<file path="src/psa_pkg.sv">
// ----------------------------------------------------------------------------
// psa_pkg
// Shared widths, default sizes and result codes of the paged staging allocator.
// ----------------------------------------------------------------------------
`default_nettype none

package psa_pkg;

  localparam int unsigned PAGE_SLOTS_DEF = 8;
  localparam int unsigned PAGE_BYTES_DEF = 16777216;
  localparam int unsigned GROW_ALIGN_DEF = 65536;

  localparam int unsigned BYTES_W  = 32;
  localparam int unsigned ALIGN_W  = 17;
  localparam int unsigned TICKET_W = 32;
  localparam int unsigned CUR_W    = 33;
  localparam int unsigned STATUS_W = 3;
  localparam int unsigned INDEX_W  = 3;

  typedef enum logic [STATUS_W-1:0] {
    ST_OK_EXIST = 3'd0,
    ST_OK_NEW   = 3'd1,
    ST_NO_SLOT  = 3'd2,
    ST_SUBMIT   = 3'd3,
    ST_ZERO     = 3'd4
  } status_t;

endpackage

`default_nettype wire

</file>
<file path="src/psa_rem.sv">
// ----------------------------------------------------------------------------
// psa_rem
// Restoring remainder unit: one quotient bit per cycle, done pulses with rem.
// ----------------------------------------------------------------------------
`default_nettype none

module psa_rem #(
  parameter int unsigned NUM_W = psa_pkg::CUR_W,
  parameter int unsigned DEN_W = psa_pkg::ALIGN_W
) (
  input  wire logic             clk,
  input  wire logic             rst,
  input  wire logic             start,
  input  wire logic [NUM_W-1:0] num,
  input  wire logic [DEN_W-1:0] den,
  output logic                  done,
  output logic [DEN_W-1:0]      rem
);

  localparam int unsigned CNT_W = $clog2(NUM_W + 1);

  logic [NUM_W-1:0] num_sh;
  logic [CNT_W-1:0] cnt;
  logic             active;
  logic [DEN_W:0]   trial;
  logic [DEN_W:0]   trial_sub;

  assign trial     = {rem, num_sh[NUM_W-1]};
  assign trial_sub = trial - {1'b0, den};

  always_ff @(posedge clk) begin
    if (rst) begin
      active <= 1'b0;
      done   <= 1'b0;
      cnt    <= '0;
    end else begin
      done <= 1'b0;
      if (start) begin
        active <= 1'b1;
        cnt    <= CNT_W'(NUM_W);
      end else if (active) begin
        cnt <= cnt - CNT_W'(1);
        if (cnt == CNT_W'(1)) begin
          active <= 1'b0;
          done   <= 1'b1;
        end
      end
    end
  end

  always_ff @(posedge clk) begin
    if (start) begin
      num_sh <= num;
      rem    <= '0;
    end else if (active) begin
      num_sh <= num_sh << 1;
      if (trial_sub[DEN_W]) begin
        rem <= trial[DEN_W-1:0];
      end else begin
        rem <= trial_sub[DEN_W-1:0];
      end
    end
  end

endmodule

`default_nettype wire

</file>
<file path="src/paged_staging_allocator_top.sv">
// ----------------------------------------------------------------------------
// paged_staging_allocator_top
// Bump allocator over staging page slots with fence-ticket page reuse.
// ----------------------------------------------------------------------------
// Requests enter on in_valid/in_ready; one result per request leaves on
// out_valid/out_ready. in_ready is high only while the sequencer is idle.
// A submit sweeps the open slots, one per cycle. An allocate first visits
// each open slot in order; a pending slot gets a memory read, then a
// remainder step for the align-up, a non-pending slot is passed over in the
// first scan and checked against its fence ticket in the idle scan. Opening
// a new page rounds up the capacity in the same remainder unit. Zero-byte
// requests skip the scans and go straight to the output register.
// The result sits in an output register; the next request is taken while
// it waits, and a finished result waits for the register to drain.
// Reset clears the open-slot count and the pending marks; per-slot cursor,
// capacity and ticket memories are only read for slots already opened.
// ----------------------------------------------------------------------------
`default_nettype none

module paged_staging_allocator_top #(
  parameter int unsigned PAGE_SLOTS = psa_pkg::PAGE_SLOTS_DEF,
  parameter int unsigned PAGE_BYTES = psa_pkg::PAGE_BYTES_DEF,
  parameter int unsigned GROW_ALIGN = psa_pkg::GROW_ALIGN_DEF
) (
  input  wire logic                          clk,
  input  wire logic                          rst,
  input  wire logic                          in_valid,
  output logic                               in_ready,
  input  wire logic                          func,
  input  wire logic [psa_pkg::BYTES_W-1:0]   byte_count,
  input  wire logic [psa_pkg::ALIGN_W-1:0]   alignment,
  input  wire logic [psa_pkg::TICKET_W-1:0]  completed_ticket,
  input  wire logic [psa_pkg::TICKET_W-1:0]  submit_ticket,
  output logic                               out_valid,
  input  wire logic                          out_ready,
  output logic [psa_pkg::STATUS_W-1:0]       status,
  output logic [psa_pkg::INDEX_W-1:0]        page_index,
  output logic [psa_pkg::CUR_W-1:0]          offset
);

  localparam int unsigned CUR_W  = psa_pkg::CUR_W;
  localparam int unsigned TKT_W  = psa_pkg::TICKET_W;
  localparam int unsigned SW     = (PAGE_SLOTS > 1) ? $clog2(PAGE_SLOTS) : 1;
  localparam int unsigned CW     = SW + 1;
  localparam int unsigned GROW_W = $clog2(GROW_ALIGN + 1);
  localparam int unsigned DEN_W  = (GROW_W > psa_pkg::ALIGN_W) ? GROW_W : psa_pkg::ALIGN_W;

  typedef enum logic [9:0] {
    S_IDLE    = 10'b00_0000_0001,
    S_SUB     = 10'b00_0000_0010,
    S_P_RD    = 10'b00_0000_0100,
    S_P_START = 10'b00_0000_1000,
    S_P_WAIT  = 10'b00_0001_0000,
    S_I_RD    = 10'b00_0010_0000,
    S_I_CHK   = 10'b00_0100_0000,
    S_N_START = 10'b00_1000_0000,
    S_N_WAIT  = 10'b01_0000_0000,
    S_EMIT    = 10'b10_0000_0000
  } state_t;

  state_t state, state_next;

  logic [CW-1:0]         slot, slot_next;
  logic [CW-1:0]         n, n_next;
  logic [PAGE_SLOTS-1:0] pending, pending_next;
  logic [SW-1:0]         idx;

  logic [psa_pkg::BYTES_W-1:0] bytes_q;
  logic [psa_pkg::ALIGN_W-1:0] align_q;
  logic [TKT_W-1:0]            done_q;
  logic [TKT_W-1:0]            stamp_q;

  psa_pkg::status_t     res_status, res_status_next;
  logic [CW-1:0]        res_slot, res_slot_next;
  logic [CUR_W-1:0]     res_off, res_off_next;

  logic [CUR_W-1:0] cur_mem [PAGE_SLOTS];
  logic [CUR_W-1:0] cap_mem [PAGE_SLOTS];
  logic [TKT_W-1:0] tkt_mem [PAGE_SLOTS];
  logic [CUR_W-1:0] cur_q, cap_q;
  logic [TKT_W-1:0] tkt_q;

  logic             cur_we, cap_we, tkt_we;
  logic [CUR_W-1:0] cur_wdata, cap_wdata;
  logic [TKT_W-1:0] tkt_wdata;

  logic             div_start, div_done;
  logic             grow_phase;
  logic [CUR_W-1:0] div_num;
  logic [DEN_W-1:0] div_den;
  logic [DEN_W-1:0] div_rem;
  logic [DEN_W-1:0] gap;
  logic [CUR_W:0]   up_sum;
  logic [CUR_W-1:0] aligned;
  logic [CUR_W-1:0] cap_new;
  logic [CUR_W:0]   room;
  logic             fit;

  assign idx = slot[SW-1:0];

  // remainder unit, shared by the align-up and the capacity round-up
  assign grow_phase = (state == S_N_START) || (state == S_N_WAIT);
  assign div_num    = grow_phase ? CUR_W'(bytes_q) : cur_q;
  assign div_den    = grow_phase ? DEN_W'(GROW_ALIGN) :
                      ((align_q == '0) ? DEN_W'(1) : DEN_W'(align_q));

  psa_rem #(
    .NUM_W (CUR_W),
    .DEN_W (DEN_W)
  ) u_rem (
    .clk   (clk),
    .rst   (rst),
    .start (div_start),
    .num   (div_num),
    .den   (div_den),
    .done  (div_done),
    .rem   (div_rem)
  );

  assign gap     = (div_rem == '0) ? '0 : (div_den - div_rem);
  assign up_sum  = {1'b0, div_num} + (CUR_W+1)'(gap);
  assign aligned = up_sum[CUR_W-1:0];
  assign cap_new = (aligned < CUR_W'(PAGE_BYTES)) ? CUR_W'(PAGE_BYTES) : aligned;
  assign room    = {1'b0, cap_q} - {1'b0, aligned};
  assign fit     = !room[CUR_W] && ((CUR_W+1)'(bytes_q) <= room);

  always_ff @(posedge clk) begin
    cur_q <= cur_mem[idx];
    cap_q <= cap_mem[idx];
    tkt_q <= tkt_mem[idx];
  end

  always_ff @(posedge clk) begin
    if (cur_we) begin
      cur_mem[idx] <= cur_wdata;
    end
  end

  always_ff @(posedge clk) begin
    if (cap_we) begin
      cap_mem[idx] <= cap_wdata;
    end
  end

  always_ff @(posedge clk) begin
    if (tkt_we) begin
      tkt_mem[idx] <= tkt_wdata;
    end
  end

  assign in_ready = (state == S_IDLE);

  always_comb begin
    state_next      = state;
    slot_next       = slot;
    n_next          = n;
    pending_next    = pending;
    res_status_next = res_status;
    res_slot_next   = res_slot;
    res_off_next    = res_off;
    div_start       = 1'b0;
    cur_we          = 1'b0;
    cur_wdata       = '0;
    cap_we          = 1'b0;
    cap_wdata       = '0;
    tkt_we          = 1'b0;
    tkt_wdata       = '0;
    case (state)
      S_IDLE: begin
        if (in_valid) begin
          slot_next = '0;
          if (func) begin
            state_next = S_SUB;
          end else if (byte_count == '0) begin
            res_status_next = psa_pkg::ST_ZERO;
            res_slot_next   = '0;
            res_off_next    = '0;
            state_next      = S_EMIT;
          end else begin
            state_next = S_P_RD;
          end
        end
      end
      S_SUB: begin
        if (slot >= n) begin
          res_status_next = psa_pkg::ST_SUBMIT;
          res_slot_next   = '0;
          res_off_next    = '0;
          state_next      = S_EMIT;
        end else begin
          if (pending[idx]) begin
            tkt_we            = 1'b1;
            tkt_wdata         = stamp_q;
            pending_next[idx] = 1'b0;
          end
          slot_next = slot + CW'(1);
        end
      end
      S_P_RD: begin
        if (slot >= n) begin
          slot_next  = '0;
          state_next = S_I_RD;
        end else if (pending[idx]) begin
          state_next = S_P_START;
        end else begin
          slot_next = slot + CW'(1);
        end
      end
      S_P_START: begin
        div_start  = 1'b1;
        state_next = S_P_WAIT;
      end
      S_P_WAIT: begin
        if (div_done) begin
          if (fit) begin
            cur_we            = 1'b1;
            cur_wdata         = aligned + CUR_W'(bytes_q);
            pending_next[idx] = 1'b1;
            res_status_next   = psa_pkg::ST_OK_EXIST;
            res_slot_next     = slot;
            res_off_next      = aligned;
            state_next        = S_EMIT;
          end else begin
            slot_next  = slot + CW'(1);
            state_next = S_P_RD;
          end
        end
      end
      S_I_RD: begin
        if (slot >= n) begin
          state_next = S_N_START;
        end else if (pending[idx]) begin
          slot_next = slot + CW'(1);
        end else begin
          state_next = S_I_CHK;
        end
      end
      S_I_CHK: begin
        if (tkt_q > done_q) begin
          slot_next  = slot + CW'(1);
          state_next = S_I_RD;
        end else begin
          tkt_we = 1'b1;
          cur_we = 1'b1;
          if (CUR_W'(bytes_q) <= cap_q) begin
            cur_wdata         = CUR_W'(bytes_q);
            pending_next[idx] = 1'b1;
            res_status_next   = psa_pkg::ST_OK_EXIST;
            res_slot_next     = slot;
            res_off_next      = '0;
            state_next        = S_EMIT;
          end else begin
            slot_next  = slot + CW'(1);
            state_next = S_I_RD;
          end
        end
      end
      S_N_START: begin
        if (n >= CW'(PAGE_SLOTS)) begin
          res_status_next = psa_pkg::ST_NO_SLOT;
          res_slot_next   = '0;
          res_off_next    = '0;
          state_next      = S_EMIT;
        end else begin
          div_start  = 1'b1;
          state_next = S_N_WAIT;
        end
      end
      S_N_WAIT: begin
        if (div_done) begin
          cap_we            = 1'b1;
          cap_wdata         = cap_new;
          cur_we            = 1'b1;
          cur_wdata         = CUR_W'(bytes_q);
          tkt_we            = 1'b1;
          pending_next[idx] = 1'b1;
          n_next            = n + CW'(1);
          res_status_next   = psa_pkg::ST_OK_NEW;
          res_slot_next     = slot;
          res_off_next      = '0;
          state_next        = S_EMIT;
        end
      end
      S_EMIT: begin
        if (!out_valid || out_ready) begin
          state_next = S_IDLE;
        end
      end
      default: begin
        state_next = S_IDLE;
      end
    endcase
  end

  always_ff @(posedge clk) begin
    if (rst) begin
      state   <= S_IDLE;
      slot    <= '0;
      n       <= '0;
      pending <= '0;
    end else begin
      state   <= state_next;
      slot    <= slot_next;
      n       <= n_next;
      pending <= pending_next;
    end
  end

  always_ff @(posedge clk) begin
    res_status <= res_status_next;
    res_slot   <= res_slot_next;
    res_off    <= res_off_next;
    if (in_valid && in_ready) begin
      bytes_q <= byte_count;
      align_q <= alignment;
      done_q  <= completed_ticket;
      stamp_q <= submit_ticket;
    end
  end

  always_ff @(posedge clk) begin
    if (rst) begin
      out_valid <= 1'b0;
    end else if ((state == S_EMIT) && (!out_valid || out_ready)) begin
      out_valid <= 1'b1;
    end else if (out_ready) begin
      out_valid <= 1'b0;
    end
  end

  always_ff @(posedge clk) begin
    if ((state == S_EMIT) && (!out_valid || out_ready)) begin
      status     <= res_status;
      page_index <= psa_pkg::INDEX_W'(res_slot);
      offset     <= res_off;
    end
  end

endmodule

`default_nettype wire

</file>
<file path="config.mk">
export PLATFORM = sky130hd
export DESIGN_NAME = paged_staging_allocator_top
export DESIGN_NICKNAME = d
export VERILOG_FILES = /design/src/psa_pkg.sv /design/src/psa_rem.sv /design/src/paged_staging_allocator_top.sv
export SDC_FILE = /design/constraint.sdc
export NUM_CORES = 2
export LEC_CHECK = 0
export ABC_AREA = 1
export BUFFER_PORTS_ARGS = -buffer_cell sky130_fd_sc_hd__buf_2
export CELL_PAD_IN_SITES_DETAIL_PLACEMENT = 1
export CELL_PAD_IN_SITES_GLOBAL_PLACEMENT = 1
export CORE_MARGIN = 2
export CORE_UTILIZATION = 51
export CTS_CLUSTER_DIAMETER = 80
export DETAILED_ROUTE_END_ITERATION = 7
export GPL_TIMING_DRIVEN = 0
export PLACE_DENSITY = 0.86
export REMOVE_ABC_BUFFERS = 1
export SKIP_LAST_GASP = 1
export SYNTH_ARGS = -nofsm -noshare
export SYNTH_HDL_FRONTEND = slang
export SYNTH_SLANG_ARGS = --single-unit
</file>
<file path="constraint.sdc">
create_clock -name clk -period 13.1 [get_ports clk]
set_input_delay 1.31 -clock clk [delete_from_list [all_inputs] [get_ports clk]]
set_output_delay 1.31 -clock clk [all_outputs]
set_load 0.02 [all_outputs]
</file>
# Yosys cells after proc, flatten, opt, wreduce, memory -nomap -nowiden

Memories as Yosys holds them, arrays and structs flattened. A register that Yosys moved wholly into a read port is not among the register bits.
Index checks and enable logic that the tools add are counted.

Register bits: 276
Memory bits (writable): 784
Bits of input ports: 118
Output and inout bits: 41
Word-level logic and storage cells: 214
Memories: 3

Memory list:

| name    | depth | bits a word | rd ports | clocked after memory_dff | write ports | RTL line                          | RTL |
|---|---|---|---|---|---|---|---|
| cap_mem | 8     | 33          | 1        | 1                        | 1           | paged_staging_allocator_top.sv:78 | `logic [CUR_W-1:0] cap_mem [PAGE_SLOTS];` |
| cur_mem | 8     | 33          | 1        | 1                        | 1           | paged_staging_allocator_top.sv:77 | `logic [CUR_W-1:0] cur_mem [PAGE_SLOTS];` |
| tkt_mem | 8     | 32          | 1        | 1                        | 1           | paged_staging_allocator_top.sv:79 | `logic [TKT_W-1:0] tkt_mem [PAGE_SLOTS];` |

$add $sub $neg: 8
Magnitude comparators: 8
Equal/unequal tests: 31
Mux-type cells: 116
Bitwise gates (word level): 4
Reductions and logical operators: 23

Operators by type and width:

| cell                                                                   | count |
|---|---|
| 33-bit 2-to-1 mux                                                      | 18 |
| 33-bit one-hot mux with 6 select lines                                 | 1 |
| 32-bit 2-to-1 mux                                                      | 6 |
| 10-bit 2-to-1 mux                                                      | 15 |
| 10-bit one-hot mux with 10 select lines                                | 1 |
| 33-bit one-hot mux with 3 select lines                                 | 1 |
| 17-bit 2-to-1 mux                                                      | 4 |
| 3-bit 2-to-1 mux                                                       | 20 |
| 8-bit 2-to-1 mux                                                       | 7 |
| 4-bit 2-to-1 mux                                                       | 10 |
| 3-bit one-hot mux with 6 select lines                                  | 2 |
| 32-bit by 34-bit less-or-equal comparator with 1-bit output            | 1 |
| 17-bit logical NOT                                                     | 2 |
| 33-bit by 33-bit subtractor with 34-bit output                         | 1 |
| 33-bit by 17-bit adder with 33-bit output                              | 1 |
| 33-bit by 32-bit adder with 33-bit output                              | 1 |
| 32-bit by 33-bit less-or-equal comparator with 1-bit output            | 1 |
| 33-bit by 25-bit < comparator with 1-bit output, second input constant | 1 |
| 32-bit greater-than comparator                                         | 1 |
| 32-bit logical NOT                                                     | 1 |
| 8-bit one-hot mux with 4 select lines                                  | 1 |
| 2-bit != test, second input constant                                   | 12 |
| 4-bit one-hot mux with 6 select lines                                  | 1 |
| 1-bit 2-to-1 mux                                                       | 22 |
| other kinds (43)                                                       | 59 |

# Logic depth before layout (Yosys ltp)

Depth in word-level cells: 14
Mapped depth: 72
Gate-level depth less buffers: 68

# Modules after synthesis

A second synthesis with hierarchy kept.

Cells, all modules: 4,245
Area, all modules: 50,658.6 µm²

By module, submodules not included:

| module                      | instances | cells an instance | area each (µm²) | sequential area each (µm²) |
|---|---|---|---|---|
| paged_staging_allocator_top | 1         | 3,687             | 46,829.9        | 31,780.5 |
| psa_rem                     | 1         | 558               | 3,828.7         | 1,491.4 |

# Worst setup path after synthesis

Ideal clock, no wire load.

Path type: register -> register
From: reg state[0]
To: mem cur_mem[0][0] (enable)
Setup time: 423 ps
Data arrival time: 9,466 ps
Data required time: 12,677 ps
Setup slack: 3,211 ps
Cell stages (with the launch flop): 66
Path buffers: 4
Clock period less this slack: 9,889 ps
Cell sequence: dfxtp_1 -> nor2_2 -> nand2_2 -> inv_2 -> nand3_4 -> nand2_8 -> buf_6 -> inv_4 -> buf_4 -> clkbuf_1 -> clkbuf_1 -> nand2_1 -> fa_1 -> nor2_1 -> nand2_1 -> nand2_1 -> nand2_1 -> o21ai_0 -> [30 not listed] -> nand3_1 -> nand2_1 -> nand2_1 -> nand2_1 -> a31oi_1 -> o21ai_0 -> xor2_1 -> ha_1 -> nand2_1 -> nor4_1 -> a21oi_1 -> nand3_2 -> nand2_2 -> nor3_4 -> inv_2 -> nand2_1 -> inv_2 -> nor2_1

Word-level cells in the longest chain between the ends: 14
Elaborated cells between the ends (all ways): 19
Classes of those cells: add/sub (3); order compare (1); eq/ne (4); mux (8); reduce/logical (3)

Ends and longest elaborated chain:

| what                                                                                                                      | RTL line                           | RTL |
|---|---|---|
| start: declaration                                                                                                        | paged_staging_allocator_top.sv:61  | `state_t state, state_next;` |
| start signal: assignment                                                                                                  | paged_staging_allocator_top.sv:302 | `state <= state_next;` |
| 10-bit by 8-bit equality test with 1-bit output / 10-bit by 9-bit equality test with 1-bit output (equally long branches) | paged_staging_allocator_top.sv:102 | `assign grow_phase = (state == S_N_START) \|\| (state == S_N_WAIT);` |
| 1-bit logical OR (*)                                                                                                      | paged_staging_allocator_top.sv:102 |  |
| 17-bit 2-to-1 mux                                                                                                         | paged_staging_allocator_top.sv:104 | `assign div_den = grow_phase ? DEN_W'(GROW_ALIGN) :` |
| 17-bit subtractor                                                                                                         | paged_staging_allocator_top.sv:120 | `assign gap = (div_rem == '0) ? '0 : (div_den - div_rem);` |
| 17-bit 2-to-1 mux                                                                                                         | paged_staging_allocator_top.sv:120 |  |
| 33-bit by 17-bit adder with 33-bit output (*)                                                                             | paged_staging_allocator_top.sv:121 | `assign up_sum = {1'b0, div_num} + (CUR_W+1)'(gap);` |
| via up_sum[25]                                                                                                            | paged_staging_allocator_top.sv:93  | `logic [CUR_W:0] up_sum;` |
| 33-bit by 33-bit subtractor with 34-bit output (*)                                                                        | paged_staging_allocator_top.sv:124 | `assign room = {1'b0, cap_q} - {1'b0, aligned};` |
| 32-bit by 34-bit less-or-equal comparator with 1-bit output / 1-bit logical NOT (equally long branches)                   | paged_staging_allocator_top.sv:125 | `assign fit = !room[CUR_W] && ((CUR_W+1)'(bytes_q) <= room);` |
| 1-bit logical AND (*)                                                                                                     | paged_staging_allocator_top.sv:125 |  |
| 1-bit 2-to-1 mux (*)                                                                                                      | paged_staging_allocator_top.sv:215 | `if (fit) begin` |
| 1-bit 2-to-1 mux (*)                                                                                                      | paged_staging_allocator_top.sv:214 | `if (div_done) begin` |
| 1-bit one-hot mux with 3 select lines (*)                                                                                 | paged_staging_allocator_top.sv:168 | `case (state)` |
| 1-bit 2-to-1 mux (*)                                                                                                      | paged_staging_allocator_top.sv:134 | `if (cur_we) begin` |
| 1-bit 2-to-1 mux (implied by the code) (*)                                                                                | paged_staging_allocator_top.sv:135 | `cur_mem[idx] <= cur_wdata;` |
| end: declaration                                                                                                          | paged_staging_allocator_top.sv:77  |  |

Mark *: on every way through the listed nets, which the timed path passes. The rest lies on a longest branch.

# Final worst setup path

From: reg state[0]
To: mem cur_mem[4][19], data pin

Word-level cells in the longest chain between the ends: 12
Elaborated cells between the ends (all ways): 18
Classes of those cells: add/sub (4); order compare (1); eq/ne (4); mux (6); reduce/logical (3)

Ends and longest elaborated chain:

| what                                                                                                                      | RTL line                           | RTL |
|---|---|---|
| 10-bit by 8-bit equality test with 1-bit output / 10-bit by 9-bit equality test with 1-bit output (equally long branches) | paged_staging_allocator_top.sv:102 |  |
| 1-bit logical OR (*)                                                                                                      | paged_staging_allocator_top.sv:102 |  |
| 17-bit 2-to-1 mux                                                                                                         | paged_staging_allocator_top.sv:104 |  |
| 17-bit subtractor                                                                                                         | paged_staging_allocator_top.sv:120 |  |
| 17-bit 2-to-1 mux                                                                                                         | paged_staging_allocator_top.sv:120 |  |
| 33-bit by 17-bit adder with 33-bit output (*)                                                                             | paged_staging_allocator_top.sv:121 |  |
| via up_sum[25]                                                                                                            | paged_staging_allocator_top.sv:93  |  |
| 33-bit by 33-bit subtractor with 34-bit output (*)                                                                        | paged_staging_allocator_top.sv:124 |  |
| 32-bit by 34-bit less-or-equal comparator with 1-bit output / 1-bit logical NOT (equally long branches)                   | paged_staging_allocator_top.sv:125 |  |
| 1-bit logical AND (*)                                                                                                     | paged_staging_allocator_top.sv:125 |  |
| 33-bit 2-to-1 mux (*)                                                                                                     | paged_staging_allocator_top.sv:215 |  |
| 33-bit 2-to-1 mux (*)                                                                                                     | paged_staging_allocator_top.sv:214 |  |
| 33-bit one-hot mux with 3 select lines (*)                                                                                | paged_staging_allocator_top.sv:168 |  |
| via cur_wdata[19]                                                                                                         | paged_staging_allocator_top.sv:84  | `logic [CUR_W-1:0] cur_wdata, cap_wdata;` |

Marked as above.

==> impl_metrics.ini <==
[layout]
postLayoutCellArea_um2 = 57900
final_common_cell = edfxtp_1
fillCellCount = 9642
synthToLayoutAreaGrowth_pct = 15.8
layout_common_cells = edfxtp_1, nand2_1, inv_1
drive_gt1_share_pct = 12.6
fin_util_pct = 59.7
final_nets = 4736

[sta]
timing.fmax_mhz = 80.8
whs_ns = 0.420
hold_viol = 0
grt_setup_unrepaired = false
finalCriticalPeriod_ns = 12.38
timing.final.ws_setup_ns = 0.722
slew_viol_final = 0
fin_crit_sh_pct = 94.5
setup_viol = 0
finClkSkew_ns = 0.0465
slew_headroom_pct = 8.17
worst_pin_slew_ns = 1.38
finalSetupTns_ns = 0

[worst_setup_path]
end_kind = flip-flop
cp.arrival_ns = 12.78
max_stage_delay_ns = 0.98
cpMaxStageDelayCell = o21ai_0
criticalPathCategory = reg2reg
startpoint_type = flip-flop
cp_common_cell = nand2_1
regToRegSetupSlack_ns = 0.72
worstPathRequired_ns = 13.50
critPathMaxFanout = 52

[power_and_ir_drop]
powerDensity_nw_per_um2 = 291
switching_share_pct = 45.5
leakage_nw = 23.4
pwr-share-seq_pct = 27.6
clkPwrFrac_pct = 21.0
pwr-share-comb_pct = 51.4
switching_power_mw = 7.67
ir_worst_vdd_v = 0.000216
p_int_mw = 9.17

[synth]
async_reset_ff_share_pct = 0
synthCells = 4124
synth_seq_cells = 1158
syn_area_per_cell_um2 = 12.1
synth_edf_count = 1008
ys_warn_count = 0
yosys-top-cells-area = edfxtp_1, dfxtp_1, ha_1
post-synth-top-area-cell = edfxtp_1
synthFlopType = edfxtp_1
yosysSeqAreaShare_pct = 66.6
synth_area_um2 = 50000
synth_top_area_share_pct = 60.6
ys_types = 67

[global_route]
grt_overflow_total = 0
grt_pass1_wl_um = 249000
grt_max_degree = 83
grt_pass1_vias = 40119
grt_usage_pct = 33.6
antenna_found_initial = 4

[place]
dpl.hpwl_um = 111000
place_ws_ns = 0.214
placed_cell_area_um2 = 53600
numPortBuffers = 158
gp_congestion = 0.911

[clock_tree]
cts_buffer_depth = 3
insertion_delay_ns = 0.76
cts_inserted_buffers = 118
cts_sinks = 1158
clk_pin_slew_ns = 0.06
cts_hold_buf = 0
clockRootBuffer = clkbuf_16
cts_max_level = 3
cts_tree = yes

[outcome]
status = finished, final reports clean

[worst_hold_path]
hold_path_class = reg2reg

[floorplan]
die_x_um = 317
initial_utilization_pct = 51.6
ioPinCount = 159
core-area_um2 = 96900
dieArea_um2 = 100000
rows = 114
fp.dieH_um = 317

[detailed_routing]
drt-pass1-iter-count = 8
vias_per_cell = 6.39
dr_total_vias = 36917
wl_um = 170000
drt_iter0_drc = 4281
wl_per_cell_um = 29.5
drcViolationCount = 0
ant_nets = 0

[run]
drv_cap = 0
cell usage after synthesis, types with 91 or more instances:
master	count
a21oi_1	175
a221oi_1	91
o21ai_0	156
inv_1	446
edfxtp_1	1008
a22oi_1	105
nand4_1	125
nor2_1	265
dfxtp_1	150
clkbuf_1	110
ha_1	219
nand2_1	713
cell type report:
class / count / area (µm²) / share of cell area (%)
Antenna cell: 1 / 2.50 / 0.00433
Clock buffer: 168 / 3320 / 5.74
Clock inverter: 57 / 718 / 1.24
Inverter: 457 / 1730 / 2.98
Multi-Input combinational cell: 2380 / 14700 / 25.3
Sequential cell: 1158 / 33300 / 57.5
Tap cell: 1276 / 1600 / 2.76
Timing Repair Buffer: 279 / 2560 / 4.43
cells by family (layout without fill, tap and decap cells):
| family | after synthesis | in the layout | synth area share, % |
|---|---|---|---|
| AND/OR/NAND/NOR | 1310 | 1310 | 11.3 |
| flip-flops | 1158 | 1158 | 66.6 |
| AO/OA/AOI/OAI | 742 | 742 | 10.1 |
| adder cells (fa/ha/maj) | 224 | 224 | 5.68 |
| buffers and inverters | 586 | 961 | 4.48 |
| other | 0 | 1 | 0 |
| XOR/XNOR | 104 | 104 | 1.84 |
final timing paths:
kind,from,to,cells past startpoint
hold / removal,res_off[24]$_SDFFCE_PN0P_,offset[24]$_DFFE_PP_,0
setup reg to reg,state[0]$_SDFFE_PP1P_,cur_mem[4][19]$_DFFE_PP_,60
hold reg to reg,res_off[24]$_SDFFCE_PN0P_,offset[24]$_DFFE_PP_,0
setup / recovery,state[0]$_SDFFE_PP1P_,cur_mem[4][19]$_DFFE_PP_,60
metal layers:
metal	GRT usage [%]	vias up	part of all wire [%]
met5	0	-	0
met1	39.5	18384	35
met3	6.31	749	9.1
met4	22.1	0	7.1
met2	56.5	2355	48
li1	-	15429	-
sequential cells by signal, indices dropped and copies added (netlist names), 4 cells and up, named ones only:
| name | flops |
|---|---|
| cap_mem | 264 |
| cur_mem | 264 |
| tkt_mem | 256 |
| cap_q | 33 |
| cur_q | 33 |
| offset | 33 |
| res_off | 33 |
| u_rem.num_sh | 33 |
| bytes_q | 32 |
| done_q | 32 |
| stamp_q | 32 |
| tkt_q | 32 |
| align_q | 17 |
| u_rem.rem | 17 |
| state | 10 |
| u_rem.cnt | 6 |
| n | 4 |
| slot | 4 |
stage by stage:
| stage | power [mW] | instances |
|---|---|---|
| finish | 16.8 | 5776 |
| global route | 17.5 | 5775 |
| CTS | 16.5 | 5765 |
| detailed placement | 12.6 | 5540 |
| global placement | 11.9 | 5429 |
| floorplan | 9.97 | 3995 |
timing repair:
| item | 4_1_cts | 5_1_grt |
|---|---|---|
| pin swaps | 0 | 9 |
| buffers inserted | 0 | 9 |
| setup endpoints to repair | 157 | 496 |
| resized for setup | 1 | 2 |
worst max-delay path: cells and delay by family (launching register included):
kind	cells	cell delay [ns]
AND/OR/NAND/NOR	38	5.80
AO/OA/AOI/OAI	7	2.16
buffers and inverters	8	1.54
XOR/XNOR	3	0.60
flip-flops	1	0.46
adder cells (fa/ha/maj)	4	1.44
power by group through the flow:
stage               combinational [mW]  clock, mW  sequential [mW]
floorplan                         5.39          0             4.58
global placement                  7.21          0             4.72
detailed placement                7.91          0             4.68
CTS                               8.32       3.54             4.62
global route                      9.23       3.67             4.65
finish                            8.66       3.54             4.64
No activity file was read; power rests on OpenSTA's default activity.
